File: src/hdl/histeq_pkg.sv
//------------------------------------------------------------------------------
// histeq_pkg
// Shared types and constants for the histogram equalization core.
//------------------------------------------------------------------------------
`default_nettype none
package histeq_pkg;
  localparam int unsigned Bins      = 256;
  localparam int unsigned BinW      = 8;
  localparam int unsigned CntW      = 25;
  localparam int unsigned FreqW     = 17;
  localparam int unsigned FracBits  = 16;
  localparam logic [CntW-1:0] MaxPixels = 25'd16777216;
  localparam logic [BinW-1:0] MaxLevel  = 8'd255;

  localparam logic REQ_SAMPLE = 1'b0;
  localparam logic REQ_READ   = 1'b1;

  typedef enum logic [3:0] {
    ST_CLEAR,   // sweep after reset
    ST_IDLE,
    ST_NEWFRM,  // clear histogram before a new frame
    ST_WALK,    // bin walk
    ST_WDIV,    // level divider busy
    ST_WUPD,    // equalized RMW
    ST_ACK,
    ST_RDWAIT,  // read memory latency
    ST_RDDIV,   // frequency divider
    ST_OUT
  } state_t;

  // divider request/response
  typedef struct packed {
    logic        start;
    logic [40:0] num;
    logic [25:0] den;
  } div_req_t;

  typedef struct packed {
    logic        busy;
    logic        done;
    logic [40:0] quo;
  } div_rsp_t;
endpackage
`default_nettype wire

File: src/hdl/histeq_div.sv
//------------------------------------------------------------------------------
// histeq_div
// Radix-2 restoring divider, one quotient bit per cycle.
//------------------------------------------------------------------------------
`default_nettype none
module histeq_div
  import histeq_pkg::*;
(
  input  wire logic     clk,
  input  wire logic     rst_n,
  input  wire div_req_t req,
  output div_rsp_t      rsp
);
  logic [40:0] q_r, q_nxt;
  logic [25:0] rem_r, rem_nxt, den_r;
  logic [5:0]  cnt_r, cnt_nxt;
  logic        busy_r, busy_nxt, done_r, done_nxt;
  logic [26:0] trial;

  always_comb begin
    q_nxt = q_r; rem_nxt = rem_r; cnt_nxt = cnt_r;
    busy_nxt = busy_r; done_nxt = 1'b0;
    trial = {rem_r, q_r[40]};
    if (req.start) begin
      q_nxt = req.num; rem_nxt = '0; cnt_nxt = 6'd41; busy_nxt = 1'b1;
    end else if (busy_r) begin
      if (trial >= {1'b0, den_r}) begin
        rem_nxt = 26'(trial - {1'b0, den_r});
        q_nxt = {q_r[39:0], 1'b1};
      end else begin
        rem_nxt = trial[25:0];
        q_nxt = {q_r[39:0], 1'b0};
      end
      cnt_nxt = 6'(cnt_r - 6'd1);
      if (cnt_r == 6'd1) begin
        busy_nxt = 1'b0; done_nxt = 1'b1;
      end
    end
  end

  always_ff @(posedge clk) begin
    if (!rst_n) begin
      busy_r <= 1'b0; done_r <= 1'b0; cnt_r <= '0;
    end else begin
      busy_r <= busy_nxt; done_r <= done_nxt; cnt_r <= cnt_nxt;
    end
    q_r <= q_nxt; rem_r <= rem_nxt;
    if (req.start) den_r <= req.den;
  end

  assign rsp.busy = busy_r;
  assign rsp.done = done_r;
  assign rsp.quo  = q_r;
endmodule
`default_nettype wire

File: config.mk
export PLATFORM = sky130hd
export DESIGN_NAME = histeq_div
export DESIGN_NICKNAME = d
export VERILOG_FILES = /design/src/hdl/histeq_pkg.sv /design/src/hdl/histeq_div.sv
export SDC_FILE = /design/constraint.sdc
export NUM_CORES = 1
export LEC_CHECK = 0
export ABC_CLOCK_PERIOD_IN_PS = 2600
export BUFFER_PORTS_ARGS = -buffer_cell sky130_fd_sc_hd__buf_4
export CAP_MARGIN = 20
export CORE_ASPECT_RATIO = 1.2
export CORE_MARGIN = 2
export CORE_UTILIZATION = 33
export CTS_BUF_LIST = sky130_fd_sc_hd__clkbuf_16
export DETAILED_ROUTE_END_ITERATION = 8
export SLEW_MARGIN = 20
export SYNTH_ARGS = -nofsm -noshare
export SYNTH_HDL_FRONTEND = slang
export SYNTH_SLANG_ARGS = --single-unit
export TNS_END_PERCENT = 50
File: constraint.sdc
create_clock -name clk -period 2.6 [get_ports clk]
set_input_delay 0.52 -clock clk [delete_from_list [all_inputs] [get_ports clk]]
set_output_delay 0.52 -clock clk [all_outputs]
set_load 0.02 [all_outputs]
==> flow_metrics.tcl <==
set metrics [dict create \
    cts.path.max_buffers 2 \
    async_flop_share_pct 0 \
    clock_latency_ns 0.36 \
    critPathMaxStageDelay_ns 0.38 \
    nNetsFinal 768 \
    nFillCells 1610 \
    num_antenna_cells 0 \
    fmax_mhz 376.2 \
    synth_ff_type "edfxtp_1" \
    numPortBuffers 112 \
    core_mm2 0.01692 \
    syn-instance-count 524 \
    ir_drop_mv 0.2898 \
    crit_chain "inv_2 > ha_1 > and2_2 > and3_4 > a311o_1 > a211oi_4 > o31ai_4 > buf_4 > buf_6 > or3_1 > o221ai_1" \
    synth-edff-count 67 \
    syn_area_per_cell_um2 10.88 \
    globalplace.congestion 0.9000 \
    met3_usage_pct 4.745 \
    grt_pass1_vias 4722 \
    grt_use_met1_pct 17.65 \
    die_y_um 148.0 \
    fin_setup_tns_ns -0.1403 \
    dieArea_mm2 0.01835 \
    first_iter_violations 129 \
    status "complete, but fails checks" \
    timing.final.ws_setup_ns -0.05796 \
    whs_ns 0.3349 \
    die_w_um 124.0 \
    yosysSeqAreaShare_pct 47.21 \
    clk_pin_slew_ns 0.07 \
    maxSlewViolCount 0 \
    cts_tree "built" \
    dr.pass1.iters 4 \
    area_delta_synth_final_pct 30.36 \
    rows 52 \
    gr-total-overflow 0 \
    antenna_found_initial 0 \
    cts-root-buf "clkbuf_16" \
    violations "setup timing" \
    min_period_over_period_pct 102.2 \
    final-hold-violation-count 0 \
    setup_violations 4 \
    cp_top_family "compound AO/OA/AOI/OAI gates" \
    cts_hold_buf 0 \
    maxCapViolCount 0 \
    viasPerCell 5.004 \
    crit_buf_inv 3 \
    start_util_pct 33.71 \
    ioPinCount 113 \
    crit_path_end_kind "register" \
    busiest_layer "met2" \
    crit_slowest_cell "edfxtp_1" \
    drc_errors 0 \
    worstPathArrival_ns 2.93 \
    p_total_mw 4.644 \
    ys_types 59 \
    dp_hpwl_um 9811 \
    startpoint "den_r[22]" \
    clkSinkCount 101 \
    criticalPathCategory "reg -> reg" \
    ys_warn_count 0 \
    worstReg2RegStart "den_r[22]" \
    grt_use_met2_pct 25.77 \
    relSlewSlack_pct 62.48 \
    grtUsageTotal_pct 15.31 \
    leakage_nw 3.188 \
    tightest_slew_ns 0.5557 \
    ant_nets 0 \
    crit_path_start_kind "register" \
    min_path_type "in -> reg" \
    hp-start "req[3]" \
    rsz0062_at_grt "yes" \
    crit_path_max_fanout 8 \
    worstPathRequired_ns 2.87 \
    vias 4454 \
    drive_gt1_share_pct 38.87 \
    cts_buffers 9 \
    htree_levels 3 \
    wl_per_cell_um 15.17 \
    grt_pass1_wl_um 22370 \
    syn_area_mm2 0.005703 \
    grt_max_degree 49 \
    min_period_ns 2.658 \
    fin_worst_skew_ns 0.005227 \
    post-place-ws_ns -0.1518 \
    synth-seq-cells 101 \
    power_density_mw_per_mm2 624.6 \
    routed_wirelength_um 13500 \
    syn_nets 623 \
]
-- kinds of logic after synthesis --
| kind of cell | count (synthesis) | synth area share (%) |
|---|---|---|
| buffers and inverters | 70 | 6.626 |
| AO/OA/AOI/OAI | 117 | 14.37 |
| flip-flops | 101 | 47.21 |
| AND/OR/NAND/NOR | 123 | 10.11 |
| multiplexers | 59 | 11.34 |
| adder cells (fa/ha/maj) | 29 | 6.494 |
| XOR/XNOR | 25 | 3.839 |
-- metrics by stage --
step | util, % | cells | area [um^2]
after floorplan | - | 524 | 5718
after global placement | 40.97 | 866 | 6930
after detailed placement | 40.97 | 866 | 6930
after CTS | 43.29 | 886 | 7323
after global routing | 43.95 | 890 | 7435
final | 43.95 | 890 | 7435
-- power by group --
part	internal [mW]	switching, mW
Sequential	1.88	0.0838
Clock	0.744	0.619
Combinational	0.640	0.676
Total	3.27	1.38
-- layout make-up --
type,instances,area (um^2),area share (%)
Multi-Input combinational cell,354,2795,37.60
Clock inverter,7,66.31,0.8920
Sequential cell,101,2693,36.22
Timing Repair Buffer,162,1231,16.56
Tap cell,216,270.3,3.635
Clock buffer,9,225.2,3.029
Inverter,41,153.9,2.070
-- sequential cells by signal (all words and copies together), names as in the netlist --
name	cells
done_r	1
rem_r	26
den_r	26
q_r	41
cnt_r	6
busy_r	1
-- worst reg2reg max path, delay by kind of cell (launching register included) --
family	cells	cell delay (ns)
fa+ha+maj	1	0.24
flops	1	0.38
compound gates	4	0.84
simple gates	3	0.73
buf+inv	3	0.40
-- path summary, 6_finish.rpt --
check	end	slack, ns	depth (start not counted)
setup / recovery	rem_r[24]	-0.06	11
hold reg to reg	rem_r[21]	0.49	2
setup reg to reg	rem_r[24]	-0.06	11
hold / removal	den_r[3]	0.33	1
-- what timing repair did --
action,in CTS,in global routing
buffers inserted,3,4
pin swaps,10,24
gates cloned,1,0
resized for setup,14,21
setup endpoints to repair,27,27
-- layer usage --
| layer | part of all wire, % | wire length (um) |
|---|---|---|
| met1 | 41 | 5571 |
| met2 | 50 | 6689 |
| met3 | 6.5 | 877 |
| met4 | 2.7 | 359 |
| met5 | 0 | 0 |
-- cells in the final DEF (no fill, tap or decap), drive strengths merged, types with 15 or more instances in the layout --
cell type  synthesis  routed
buf               11     162
edfxtp            67      67
inv               41      46
mux2              45      45
nor2              39      39
dfxtp             34      34
nand2             32      32
a21oi             31      31
ha                28      28
a211oi            22      22
nand3             18      18
xnor2             15      15
o21ai             15      15
-- cell usage after synthesis, types with 14 or more instances --
cell type	count	area [um^2]
nand2_1	32	120.1
mux2_2	45	506.7
xnor2_1	15	131.4
a211oi_1	20	150.1
nand3_1	18	90.09
a21oi_1	31	155.2
mux2i_1	14	140.1
inv_1	41	153.9
edfxtp_1	67	2012
ha_1	28	350.3
dfxtp_1	34	680.7
nor2_1	39	146.4
Power figures use the tool's default switching activity.
